[src/sha256_pkg.sv]
// SHA-256 hasher package: round constants, initial hash values, state enum.
// Used by the hasher top level and its round core.
`default_nettype none
package sha256_pkg;

    typedef enum logic [2:0] {
        ST_IDLE,
        ST_LOAD,
        ST_ROUND,
        ST_ADD,
        ST_PAD,
        ST_OUT
    } state_t;

    localparam logic [7:0] PAD_BYTE  = 8'h80;
    localparam int unsigned LEN_POS  = 56;

    function automatic logic [31:0] round_k(input logic [5:0] r);
        logic [31:0] k;
        case (r)
            6'd0:  k = 32'h428a2f98; 6'd1:  k = 32'h71374491;
            6'd2:  k = 32'hb5c0fbcf; 6'd3:  k = 32'he9b5dba5;
            6'd4:  k = 32'h3956c25b; 6'd5:  k = 32'h59f111f1;
            6'd6:  k = 32'h923f82a4; 6'd7:  k = 32'hab1c5ed5;
            6'd8:  k = 32'hd807aa98; 6'd9:  k = 32'h12835b01;
            6'd10: k = 32'h243185be; 6'd11: k = 32'h550c7dc3;
            6'd12: k = 32'h72be5d74; 6'd13: k = 32'h80deb1fe;
            6'd14: k = 32'h9bdc06a7; 6'd15: k = 32'hc19bf174;
            6'd16: k = 32'he49b69c1; 6'd17: k = 32'hefbe4786;
            6'd18: k = 32'h0fc19dc6; 6'd19: k = 32'h240ca1cc;
            6'd20: k = 32'h2de92c6f; 6'd21: k = 32'h4a7484aa;
            6'd22: k = 32'h5cb0a9dc; 6'd23: k = 32'h76f988da;
            6'd24: k = 32'h983e5152; 6'd25: k = 32'ha831c66d;
            6'd26: k = 32'hb00327c8; 6'd27: k = 32'hbf597fc7;
            6'd28: k = 32'hc6e00bf3; 6'd29: k = 32'hd5a79147;
            6'd30: k = 32'h06ca6351; 6'd31: k = 32'h14292967;
            6'd32: k = 32'h27b70a85; 6'd33: k = 32'h2e1b2138;
            6'd34: k = 32'h4d2c6dfc; 6'd35: k = 32'h53380d13;
            6'd36: k = 32'h650a7354; 6'd37: k = 32'h766a0abb;
            6'd38: k = 32'h81c2c92e; 6'd39: k = 32'h92722c85;
            6'd40: k = 32'ha2bfe8a1; 6'd41: k = 32'ha81a664b;
            6'd42: k = 32'hc24b8b70; 6'd43: k = 32'hc76c51a3;
            6'd44: k = 32'hd192e819; 6'd45: k = 32'hd6990624;
            6'd46: k = 32'hf40e3585; 6'd47: k = 32'h106aa070;
            6'd48: k = 32'h19a4c116; 6'd49: k = 32'h1e376c08;
            6'd50: k = 32'h2748774c; 6'd51: k = 32'h34b0bcb5;
            6'd52: k = 32'h391c0cb3; 6'd53: k = 32'h4ed8aa4a;
            6'd54: k = 32'h5b9cca4f; 6'd55: k = 32'h682e6ff3;
            6'd56: k = 32'h748f82ee; 6'd57: k = 32'h78a5636f;
            6'd58: k = 32'h84c87814; 6'd59: k = 32'h8cc70208;
            6'd60: k = 32'h90befffa; 6'd61: k = 32'ha4506ceb;
            6'd62: k = 32'hbef9a3f7; 6'd63: k = 32'hc67178f2;
            default: k = 32'h0;
        endcase
        return k;
    endfunction

    function automatic logic [31:0] init_h(input logic [2:0] i);
        logic [31:0] h;
        case (i)
            3'd0: h = 32'h6a09e667; 3'd1: h = 32'hbb67ae85;
            3'd2: h = 32'h3c6ef372; 3'd3: h = 32'ha54ff53a;
            3'd4: h = 32'h510e527f; 3'd5: h = 32'h9b05688c;
            3'd6: h = 32'h1f83d9ab; 3'd7: h = 32'h5be0cd19;
            default: h = 32'h0;
        endcase
        return h;
    endfunction

    function automatic logic [31:0] ror(input logic [31:0] x, input int n);
        return (x >> n) | (x << (32 - n));
    endfunction

endpackage
`default_nettype wire

[src/sha256_round.sv]
// SHA-256 round core: working variables a..h, one round per cycle while step is high.
// Uses sha256_pkg for constants and rotate helper.
`default_nettype none
module sha256_round (
    input  wire logic        aclk,
    input  wire logic        load,        // load working vars from chain
    input  wire logic [255:0] chain_in,   // h0 in [255:224]
    input  wire logic        step,
    input  wire logic [5:0]  round_idx,
    input  wire logic [31:0] w_in,
    output logic [255:0]     vars_out     // a in [255:224]
);
    logic [31:0] a_reg, b_reg, c_reg, d_reg, e_reg, f_reg, g_reg, h_reg;
    logic [31:0] t1, t2;

    // round function
    always_comb begin
        t1 = h_reg + (sha256_pkg::ror(e_reg, 6) ^ sha256_pkg::ror(e_reg, 11)
             ^ sha256_pkg::ror(e_reg, 25)) + ((e_reg & f_reg) ^ (~e_reg & g_reg))
             + sha256_pkg::round_k(round_idx) + w_in;
        t2 = (sha256_pkg::ror(a_reg, 2) ^ sha256_pkg::ror(a_reg, 13)
             ^ sha256_pkg::ror(a_reg, 22))
             + ((a_reg & b_reg) ^ (a_reg & c_reg) ^ (b_reg & c_reg));
    end

    always_ff @(posedge aclk) begin
        if (load) begin
            {a_reg, b_reg, c_reg, d_reg, e_reg, f_reg, g_reg, h_reg} <= chain_in;
        end else if (step) begin
            h_reg <= g_reg; g_reg <= f_reg; f_reg <= e_reg;
            e_reg <= d_reg + t1;
            d_reg <= c_reg; c_reg <= b_reg; b_reg <= a_reg;
            a_reg <= t1 + t2;
        end
    end

    assign vars_out = {a_reg, b_reg, c_reg, d_reg, e_reg, f_reg, g_reg, h_reg};
endmodule
`default_nettype wire

[src/sha256_message_hasher.sv]
// SHA-256 hasher top level: byte packing, block memory, padding, digest output.
// Depends on sha256_pkg and sha256_round.
//
// Takes one message byte per request and emits the eight 32-bit digest words
// after a request marked last. Bytes are packed big-endian into a 16-word block
// memory; the rolling message schedule lives in a 16-word register window fed
// by that memory. The 64th byte of a block starts compression: a load state that
// primes the memory read, 64 rounds at one round per cycle (with one schedule
// word per cycle from memory for rounds 0..15 and from the window after), and
// an add state. A last request first writes the padded tail block word by word,
// then compresses it; a tail of 56 or more bytes needs a second padded block,
// and a last byte that fills a block costs one data compression plus one padded
// block. The digest is then shown for eight result requests, one per cycle when
// not stalled. No clearing pass is needed.
`default_nettype none
module sha256_message_hasher (
    input  wire logic        aclk,
    input  wire logic        aresetn,
    input  wire logic        s_tvalid,
    output logic             s_tready,
    input  wire logic [15:0] s_tdata,   // [7:0] data_byte, [8] byte_valid, rest 0
    input  wire logic        s_tlast,   // is_last
    output logic             m_tvalid,
    input  wire logic        m_tready,
    output logic [31:0]      m_tdata,   // [31:0] digest_word
    output logic [2:0]       m_tuser,   // [2:0] word_index
    output logic             m_tlast    // last_word
);
    sha256_pkg::state_t state_reg, state_next;

    // block memory: 16 words of the current block
    logic [31:0] wmem [16];
    logic [31:0] rd_reg;
    logic [3:0]  rd_addr;
    logic        wr_en;
    logic [3:0]  wr_addr;
    logic [31:0] wr_data;

    // chain value (8 words; read by index for the digest output)
    logic [31:0] chain_reg [8];
    logic [5:0]  fill_reg;
    logic [63:0] bits_reg;
    logic [31:0] word_reg;           // partial word being packed
    logic [6:0]  cnt_reg;            // round counter
    logic        final_reg;          // writing/compressing the second padded block
    logic        two_reg;            // pad needs an extra block
    logic [63:0] total_reg;
    logic [2:0]  oidx_reg;
    logic [3:0]  pad_reg;            // padding word index
    logic [31:0] w_hist [16];        // window of schedule words for round core
    logic [255:0] chain_pk, vars;
    logic        rc_load, rc_step;
    logic [31:0] w_cur;

    logic in_acc;
    assign in_acc = s_tvalid && s_tready;
    assign s_tready = (state_reg == sha256_pkg::ST_IDLE);

    // schedule expansion from the window: w[r] = s1(w[r-2]) + w[r-7] + s0(w[r-15]) + w[r-16]
    logic [31:0] w2, w15, s0, s1, w_new;
    always_comb begin
        w2  = w_hist[1];
        w15 = w_hist[14];
        s1 = sha256_pkg::ror(w2, 17) ^ sha256_pkg::ror(w2, 19) ^ (w2 >> 10);
        s0 = sha256_pkg::ror(w15, 7) ^ sha256_pkg::ror(w15, 18) ^ (w15 >> 3);
        w_new = s1 + w_hist[6] + s0 + w_hist[15];
    end

    // round index and word fed to the core: during rounds 0..15 from memory
    logic [5:0] ridx;
    assign ridx = cnt_reg[5:0];
    assign w_cur = (cnt_reg < 7'd16) ? rd_reg : w_new;

    always_comb begin
        for (int i = 0; i < 8; i++) begin
            chain_pk[255 - 32*i -: 32] = chain_reg[i];
        end
    end

    sha256_round u_round (
        .aclk      (aclk),
        .load      (rc_load),
        .chain_in  (chain_pk),
        .step      (rc_step),
        .round_idx (ridx),
        .w_in      (w_cur),
        .vars_out  (vars)
    );

    // pad word content for word pad_reg of the tail block
    logic [31:0] pad_word;
    logic [3:0]  fw;
    assign fw = fill_reg[5:2];
    always_comb begin
        pad_word = 32'h0;
        if (!two_reg || final_reg) begin
            if (pad_reg == 4'd14) pad_word = total_reg[63:32];
            if (pad_reg == 4'd15) pad_word = total_reg[31:0];
        end
        if (!final_reg && pad_reg == fw) begin
            // word holding pending bytes plus the 0x80 marker
            case (fill_reg[1:0])
                2'd0: pad_word = {sha256_pkg::PAD_BYTE, 24'h0};
                2'd1: pad_word = {word_reg[7:0], sha256_pkg::PAD_BYTE, 16'h0};
                2'd2: pad_word = {word_reg[15:0], sha256_pkg::PAD_BYTE, 8'h0};
                2'd3: pad_word = {word_reg[23:0], sha256_pkg::PAD_BYTE};
                default: pad_word = 32'h0;
            endcase
        end
    end

    // control
    logic last_pend_reg;
    logic full_last_reg;             // last byte filled a block, pad block follows
    always_comb begin
        state_next = state_reg;
        rc_load = 1'b0;
        rc_step = 1'b0;
        wr_en = 1'b0;
        wr_addr = fill_reg[5:2];
        wr_data = {word_reg[23:0], s_tdata[7:0]};
        rd_addr = cnt_reg[3:0];
        m_tvalid = 1'b0;
        case (state_reg)
            sha256_pkg::ST_IDLE: begin
                if (in_acc && s_tdata[8] && fill_reg[1:0] == 2'd3) begin
                    wr_en = 1'b1;
                end
                if (in_acc && s_tdata[8] && fill_reg == 6'd63) begin
                    state_next = sha256_pkg::ST_LOAD;
                end else if (in_acc && s_tlast) begin
                    state_next = sha256_pkg::ST_PAD;
                end
            end
            sha256_pkg::ST_PAD: begin
                wr_en = (pad_reg >= fw) || final_reg;
                wr_addr = pad_reg;
                wr_data = pad_word;
                if (pad_reg == 4'd15) state_next = sha256_pkg::ST_LOAD;
            end
            sha256_pkg::ST_LOAD: begin
                // prime the memory read for word 0
                rc_load = 1'b1;
                rd_addr = 4'd0;
                state_next = sha256_pkg::ST_ROUND;
            end
            sha256_pkg::ST_ROUND: begin
                rc_step = 1'b1;
                rd_addr = cnt_reg[3:0] + 4'd1;
                if (cnt_reg == 7'd63) state_next = sha256_pkg::ST_ADD;
            end
            sha256_pkg::ST_ADD: begin
                if (full_last_reg)
                    state_next = sha256_pkg::ST_PAD;
                else if (last_pend_reg && two_reg && !final_reg)
                    state_next = sha256_pkg::ST_PAD;
                else if (last_pend_reg)
                    state_next = sha256_pkg::ST_OUT;
                else
                    state_next = sha256_pkg::ST_IDLE;
            end
            sha256_pkg::ST_OUT: begin
                m_tvalid = 1'b1;
                if (m_tready && oidx_reg == 3'd7) state_next = sha256_pkg::ST_IDLE;
            end
            default: state_next = sha256_pkg::ST_IDLE;
        endcase
    end

    // block memory, synchronous read
    always_ff @(posedge aclk) begin
        if (wr_en) wmem[wr_addr] <= wr_data;
        rd_reg <= wmem[rd_addr];
    end

    // schedule window shift during rounds
    always_ff @(posedge aclk) begin
        if (rc_step) begin
            w_hist[0] <= w_cur;
            for (int i = 1; i < 16; i++) w_hist[i] <= w_hist[i-1];
        end
    end

    // datapath and control registers
    always_ff @(posedge aclk) begin
        if (!aresetn) begin
            state_reg <= sha256_pkg::ST_IDLE;
            fill_reg <= 6'd0;
            bits_reg <= 64'd0;
            cnt_reg <= 7'd0;
            final_reg <= 1'b0;
            two_reg <= 1'b0;
            last_pend_reg <= 1'b0;
            full_last_reg <= 1'b0;
            oidx_reg <= 3'd0;
            pad_reg <= 4'd0;
            for (int i = 0; i < 8; i++) chain_reg[i] <= sha256_pkg::init_h(3'(i));
        end else begin
            state_reg <= state_next;
            case (state_reg)
                sha256_pkg::ST_IDLE: begin
                    if (in_acc) begin
                        if (s_tdata[8]) begin
                            word_reg <= {word_reg[23:0], s_tdata[7:0]};
                            fill_reg <= fill_reg + 6'd1;
                        end
                        last_pend_reg <= s_tlast;
                        full_last_reg <= s_tlast && s_tdata[8] && (fill_reg == 6'd63);
                        final_reg <= 1'b0;
                        pad_reg <= 4'd0;
                        cnt_reg <= 7'd0;
                        if (s_tlast) begin
                            // pending count after this byte
                            if (s_tdata[8] && fill_reg == 6'd63) begin
                                two_reg <= 1'b0;
                                total_reg <= bits_reg + 64'd512;
                            end else begin
                                two_reg <= (fill_reg + {5'd0, s_tdata[8]})
                                           >= 6'(sha256_pkg::LEN_POS);
                                total_reg <= bits_reg
                                    + {55'd0, fill_reg + {5'd0, s_tdata[8]}, 3'd0};
                            end
                        end
                    end
                end
                sha256_pkg::ST_PAD: begin
                    pad_reg <= pad_reg + 4'd1;
                    cnt_reg <= 7'd0;
                end
                sha256_pkg::ST_ROUND: begin
                    cnt_reg <= cnt_reg + 7'd1;
                end
                sha256_pkg::ST_ADD: begin
                    for (int i = 0; i < 8; i++)
                        chain_reg[i] <= chain_reg[i] + vars[255 - 32*i -: 32];
                    if (!last_pend_reg) begin
                        bits_reg <= bits_reg + 64'd512;
                    end else if (full_last_reg) begin
                        // data block done, the padding block comes next
                        pad_reg <= 4'd0;
                    end else if (two_reg && !final_reg) begin
                        final_reg <= 1'b1;
                        pad_reg <= 4'd0;
                    end else begin
                        oidx_reg <= 3'd0;
                    end
                    full_last_reg <= 1'b0;
                    fill_reg <= 6'd0;
                end
                sha256_pkg::ST_OUT: begin
                    if (m_tready) begin
                        oidx_reg <= oidx_reg + 3'd1;
                        if (oidx_reg == 3'd7) begin
                            for (int i = 0; i < 8; i++)
                                chain_reg[i] <= sha256_pkg::init_h(3'(i));
                            bits_reg <= 64'd0;
                            fill_reg <= 6'd0;
                            last_pend_reg <= 1'b0;
                        end
                    end
                end
                default: ;
            endcase
        end
    end

    assign m_tdata = chain_reg[oidx_reg];
    assign m_tuser = oidx_reg;
    assign m_tlast = (oidx_reg == 3'd7);
endmodule
`default_nettype wire

[config.mk]
export PLATFORM = sky130hd
export DESIGN_NAME = sha256_message_hasher
export DESIGN_NICKNAME = d
export VERILOG_FILES = /design/src/sha256_pkg.sv /design/src/sha256_round.sv /design/src/sha256_message_hasher.sv
export SDC_FILE = /design/constraint.sdc
export NUM_CORES = 2
export LEC_CHECK = 0
export ABC_AREA = 0
export BUFFER_PORTS_ARGS = -buffer_cell sky130_fd_sc_hd__buf_2
export CORE_MARGIN = 2
export CORE_UTILIZATION = 50
export CTS_CLUSTER_DIAMETER = 200
export DETAILED_ROUTE_END_ITERATION = 10
export GPL_TIMING_DRIVEN = 0
export PLACE_DENSITY = 0.72
export SYNTH_ARGS = -nofsm -noshare
export SYNTH_HDL_FRONTEND = slang
export SYNTH_SLANG_ARGS = --single-unit
[constraint.sdc]
create_clock -name aclk -period 22.8 [get_ports aclk]
set_clock_uncertainty 0.1 [all_clocks]
set_input_delay 4.56 -clock aclk [delete_from_list [all_inputs] [get_ports aclk]]
set_output_delay 4.56 -clock aclk [all_outputs]
set_load 0.01 [all_outputs]
# ---- Yosys cells after proc, flatten, opt, wreduce, memory -nomap -nowiden
# Memories as Yosys holds them, arrays and structs flattened. A register that Yosys moved wholly into a read port is not among the register bits.
# Cells that the tools add are included.
dict set report op_classes {
  n_addsub 26
  magnitude_cmp 3
  n_eq_ne 28
  mux 146
  n_bitwise 43
  n_reduce_logical 38
}
# op n
set ops {}
lappend ops {{2-to-1 mux 32 bit} 78}
lappend ops {{adder 32 bit} 18}
lappend ops {{XOR 32 bit} 9}
lappend ops {{2-to-1 mux 64 bit} 4}
lappend ops {{AND 32 bit} 5}
lappend ops {{case mux 32 bit (4 select lines)} 1}
lappend ops {{case mux 64 bit (2 select lines)} 1}
lappend ops {{adder 64 x 10 -> 64 bit, second input constant} 1}
lappend ops {{adder 64 x 9 -> 64 bit} 1}
lappend ops {{2-to-1 mux 3 bit} 14}
lappend ops {{2-to-1 mux 6 bit} 6}
lappend ops {{inverter 32 bit} 1}
lappend ops {{OR 10 x 32 -> 32 bit} 1}
lappend ops {{OR 13 x 32 -> 32 bit} 1}
lappend ops {{OR 14 x 32 -> 32 bit} 1}
lappend ops {{OR 15 x 32 -> 32 bit} 1}
lappend ops {{OR 19 x 32 -> 32 bit} 1}
lappend ops {{OR 21 x 32 -> 32 bit} 1}
lappend ops {{OR 25 x 32 -> 32 bit} 1}
lappend ops {{OR 26 x 32 -> 32 bit} 1}
lappend ops {{OR 30 x 32 -> 32 bit} 1}
lappend ops {{OR 7 x 32 -> 32 bit} 1}
lappend ops {{XOR 32 x 22 -> 32 bit} 1}
lappend ops {{XOR 32 x 29 -> 32 bit} 1}
lappend ops {{other kinds (43)} 133}
dict set report totals {
  reg_bits 435
  ram_bits 1280
  mem_bits_ro 2048
  in_bits 21
  n_memories 4
}
# memory depth word_bits rd rd_ports_with_merged_regs wr line
set memory_table {}
lappend memory_table {{(name not given)} 64 32 1 1 0 sha256_pkg.sv:20} ;# case (r)
lappend memory_table {w_hist 16 32 16 0 16 sha256_message_hasher.sv:50} ;# logic [31:0] w_hist [16];
lappend memory_table {wmem 16 32 1 1 1 sha256_message_hasher.sv:32} ;# logic [31:0] wmem [16];
lappend memory_table {chain_reg 8 32 9 1 8 sha256_message_hasher.sv:40} ;# logic [31:0] chain_reg [8];

# ---- Longest topological paths before layout
dict set report depth {
  ltp_word 11
  ltp_mapped 41
  depth_no_buf 41
}

# ---- Cells and area by module
# Synthesis repeated with hierarchy kept, for this count alone.
dict set report hier_totals {
  cells_unflattened 8300
  hier_area_um2 94974.8
}
# mod n_inst cells_per_inst area_per_inst_um2
set by_module_without_submodules {}
lappend by_module_without_submodules {sha256_message_hasher 1 5934 71548.6}
lappend by_module_without_submodules {sha256_round 1 2366 23426.2}

# ---- Least setup slack after synthesis
# No wires, ideal clock.
dict set report synth_path {
  kind {register -> register}
  startpoint {register state_reg[1]}
  endpoint {register u_round.a_reg[0], enable pin}
  setup_ns 0.594
  arrival_ns 11.787
  slack_ns 10.319
  path_stages_with_launch 7
  cell_sequence {dfxtp_1 -> buf_2 -> and2b_1 -> nand2b_1 -> inv_2 -> nor2_2 -> inv_1}
}
dict set report synth_via {
  elab_chain_cells 3
}
# element line
set synth_lines {}
lappend synth_lines {{start, declared} sha256_message_hasher.sv:29} ;# sha256_pkg::state_t state_reg, state_next;
lappend synth_lines {{start signal, assigned} sha256_message_hasher.sv:187} ;# state_reg <= sha256_pkg::ST_IDLE;
lappend synth_lines {{start signal, assigned} sha256_message_hasher.sv:199} ;# state_reg <= state_next;
lappend synth_lines {{equality test 3 x 1 -> 1 bit / equality test 3 x 2 -> 1 bit (equally long branches)} sha256_message_hasher.sv:124} ;# case (state_reg)
lappend synth_lines {{2-to-1 mux 1 bit} sha256_message_hasher.sv:124}
lappend synth_lines {{nonzero test 2 bit (no source line) (*)} n/a}
lappend synth_lines {{end signal, assigned} sha256_round.sv:28} ;# {a_reg, b_reg, c_reg, d_reg, e_reg, f_reg, g_reg, h_reg} <= chain_in;
lappend synth_lines {{end signal, assigned} sha256_round.sv:33} ;# a_reg <= t1 + t2;
lappend synth_lines {{end, declared} sha256_round.sv:13} ;# logic [31:0] a_reg, b_reg, c_reg, d_reg, e_reg, f_reg, g_reg, h_reg;
# Mark *: on every way between the ends. The rest lies on a longest branch, timed or not.
# A chain may end at the register's enable or synchronous reset.

==> results.tsv <==
stage	metric	value	unit
drt	via density per instance	6.24	
final_layout	share of cells above drive strength 1	6.78	%
logic_synthesis	sequential share of the synthesized area	53.0	%
sta	Slew @ Worst Pin	1.61	ns
critical_path	CP max stage delay	1.23	ns
power	Max IR drop VDD	0.0000743	V
grt	vias in the first global route	68404	
drt	drt initial violations	9093	
drt	WL/cell	27.6	um
logic_synthesis	most frequent cell after synthesis	edfxtp_1	
logic_synthesis	largest family of logic cells by synthesized area	compound AO/OA/AOI/OAI gates	
floorplanning	width of the die	440	um
place	dpl ws	11.29	ns
logic_synthesis	Netlist cell types	109	
critical_path	Crit-path slowest cell	o21ai_0	
logic_synthesis	yosys warns	0	
drt	router iterations before antenna repair	8	
place	port bufs	51	
logic_synthesis	asr flop ratio synth	0	%
hold_path	Hold WC Path Type	reg2reg	
grt	first-pass GRT wire length	459000	um
final_layout	Layout area overhead	11.1	%
final_layout	area occupied by multi-input gates	0.0417	mm^2
clock_network	CTS resizes	0	
place	GPL Wtd Cong	1.05	
grt	All-Layer GR Usage	32.4	%
drt	ANT nets after route	0	
logic_synthesis	Mapped Cells	8565	
floorplanning	Die ar.	0.194	mm^2
logic_synthesis	Synth area leaders	edfxtp_1, dfxtp_1, nand2_1, ha_1, fa_1	
logic_synthesis	simple-gate share of the synthesized area	12.0	%
power	Lkg Pwr	38.7	nW
critical_path	Data required, critical path	23.30	ns
logic_synthesis	fraction of post-synthesis cell area in the top cell type by area	47.2	%
logic_synthesis	Avg Inst Size Synth	11.1	um^2
logic_synthesis	post-synthesis compound-gate area fraction	13.6	%
clock_network	H-tree depth	4	
floorplanning	Starting Density	50.2	%
sta	fin crit period	11.92	ns
sta	FMAX	83.9	MHz
logic_synthesis	syn_nets	9186	
clock_network	cts hold-fix bufs	0	
logic_synthesis	synthesized flop and latch total	1770	
sta	hold slack	0.287	ns
sta	final setup vio count	0	
clock_network	TritonCTS Sinks	1770	
critical_path	Critical Path Most Common Cell	fa_1	
logic_synthesis	xor/xnor cell area share of the yosys netlist	6.05	%
sta	Pins Over Slew Limit	18	
clock_network	clock latency at the later pin of the worst-skew pair	0.87	ns
drt	vias post-DR	71841	
critical_path	Setup crit start kind	flop	
final_layout	Register Area	0.0504	mm^2
critical_path	CP Capture Type	flop	
power	total power	7.06	mW
sta	RSZ-0062 raised after global routing	no	
grt	GRT overflow	0	
floorplanning	core area	0.190	mm^2
grt	initial antenna violation count	9	
sta	max_slew headroom	-8.42	%
sta	Period Utilization, post-route	52.3	%
clock_network	post-CTS setup buffers	0	
logic_synthesis	top_reg_cell synth	edfxtp_1	
clock_network	Clock Root Buffer	clkbuf_16	
final_layout	Nets	9466	
critical_path	FF-to-FF setup slack	10.88	ns
sta	Hold Fails Final Rpt	0	
logic_synthesis	multiplexer area fraction after synthesis	2.43	%
clock_network	clock tree buffer depth	3	
final_layout	number of fill cells	15768	
floorplanning	die extent in y	440	um
clock_network	CTS buffer count	187	
floorplanning	Rows	160	
place	DP Wirelength	236000	um
logic_synthesis	Post-synth EDFFs	1493	
drt	total wire length	318000	um
logic_synthesis	Synth top cells by count	edfxtp_1, nand2_1, a21oi_1, ha_1, nor2_1	
clock_network	CTS tree	done	
drt	DRC violations left	0	
power	pwr dens	66.8	mW/mm^2
outcome	status	finished with violations	
clock_network	CTS clk-pin slew, worst paths	0.07	ns
grt	largest net degree at the start of global routing	142	
sta	Setup TNS Final	0	ns
critical_path	CP Class	reg2reg	
floorplanning	I/O Pins	59	
critical_path	critical path arrival	12.41	ns
logic_synthesis	Yosys top cell by area	edfxtp_1	
logic_synthesis	Mapped Area	0.0951	mm^2
logic_synthesis	adder-cell area share of the yosys netlist	9.64	%
run	Max-Cap Viols	7	
critical_path	Max FO, Critical Path	6	
sta	final worst slack	10.88	ns
outcome	failing checks	max-capacitance violations, max-slew violations	
[per-layer routing]
| layer | global-route usage, % | share of wire, % |
|---|---|---|
| met1 | 44.7 | 40 |
| met2 | 47.7 | 43 |
| met3 | 6.92 | 10 |
| met4 | 17.9 | 6.3 |
| met5 | 0 | 0.020 |
[critical path, delay by kind of cell (launching register included)]
family | cells | cell delay (ns)
adders and majority gates | 8 | 3.61
DFF | 1 | 0.59
and+or+nand+nor | 5 | 0.90
AOI/OAI and AO/OA | 14 | 5.08
xor gates and xnor gates | 6 | 1.14
buffers and inverters | 3 | 0.20
[placed cells by master (no fill, tap or decap), types with 31 or more instances in the layout]
cell type,instances
ha_1,405
nand2_1,1375
nand3_1,126
and3_1,48
edfxtp_1,1493
clkinv_2,34
a311oi_1,79
and2_1,133
buf_2,86
nand2b_1,65
o21ai_0,352
clkbuf_16,188
or3_1,33
nand4_1,49
xnor2_1,401
mux2_2,40
o211ai_1,54
nor2b_1,82
dfxtp_1,277
o21bai_1,36
mux4_2,64
o21a_1,57
a22oi_1,44
nor3_1,131
o21ai_1,31
clkinv_1,37
inv_1,372
mux2i_1,42
a31oi_1,110
a21o_1,208
clkbuf_1,414
nor2_1,387
a211oi_1,213
a21oi_1,544
fa_1,195
xor2_1,254
[kinds of logic (layout without fill, tap and decap cells)]
kind of cell / Yosys count / in the layout
other cells: 1 / 4
compound gates: 1981 / 1981
mux: 146 / 146
flops: 1770 / 1770
fa+ha+maj: 619 / 619
buf+inv: 826 / 1268
xor+xnor: 656 / 656
simple gates: 2566 / 2566
[through the flow]
stage                     cell area [um^2]  util [%]  instances
after floorplan                      95100         -       8565
after global placement               98500      51.9      11127
after detailed placement             99300      52.4      11164
after CTS                           106000      55.7      11515
after global routing                106000      55.7      11518
final                               106000      55.7      11521
[path summary, 6_finish.rpt]
path	startpoint	end	cells after the start
worst min register to register	w_hist[0][19]$_DFFE_PP_	w_hist[0][51]$_DFFE_PP_	0
worst max register to register	w_hist[0][42]$_DFFE_PP_	u_round.a_reg[31]$_DFFE_PN_	36
worst max-delay path	w_hist[0][42]$_DFFE_PP_	u_round.a_reg[31]$_DFFE_PN_	36
worst min-delay path	w_hist[0][19]$_DFFE_PP_	w_hist[0][51]$_DFFE_PP_	0
[final cells by class]
| cell class | instances | share of cell area (%) |
|---|---|---|
| inverter | 379 | 1.36 |
| sequential | 1770 | 47.7 |
| buffer | 447 | 1.64 |
| antenna | 3 | 0.00710 |
| timing repair buffer | 91 | 0.906 |
| multi-input combinational | 5969 | 39.5 |
| tap | 2511 | 2.97 |
| clock inverter | 125 | 1.33 |
| clock buffer | 226 | 4.63 |
[power by group]
part           switching (mW)  internal, mW
logic                   0.255         0.137
clock network            1.36          1.78
registers              0.0113          3.51
Power figures use the tool's default switching activity.
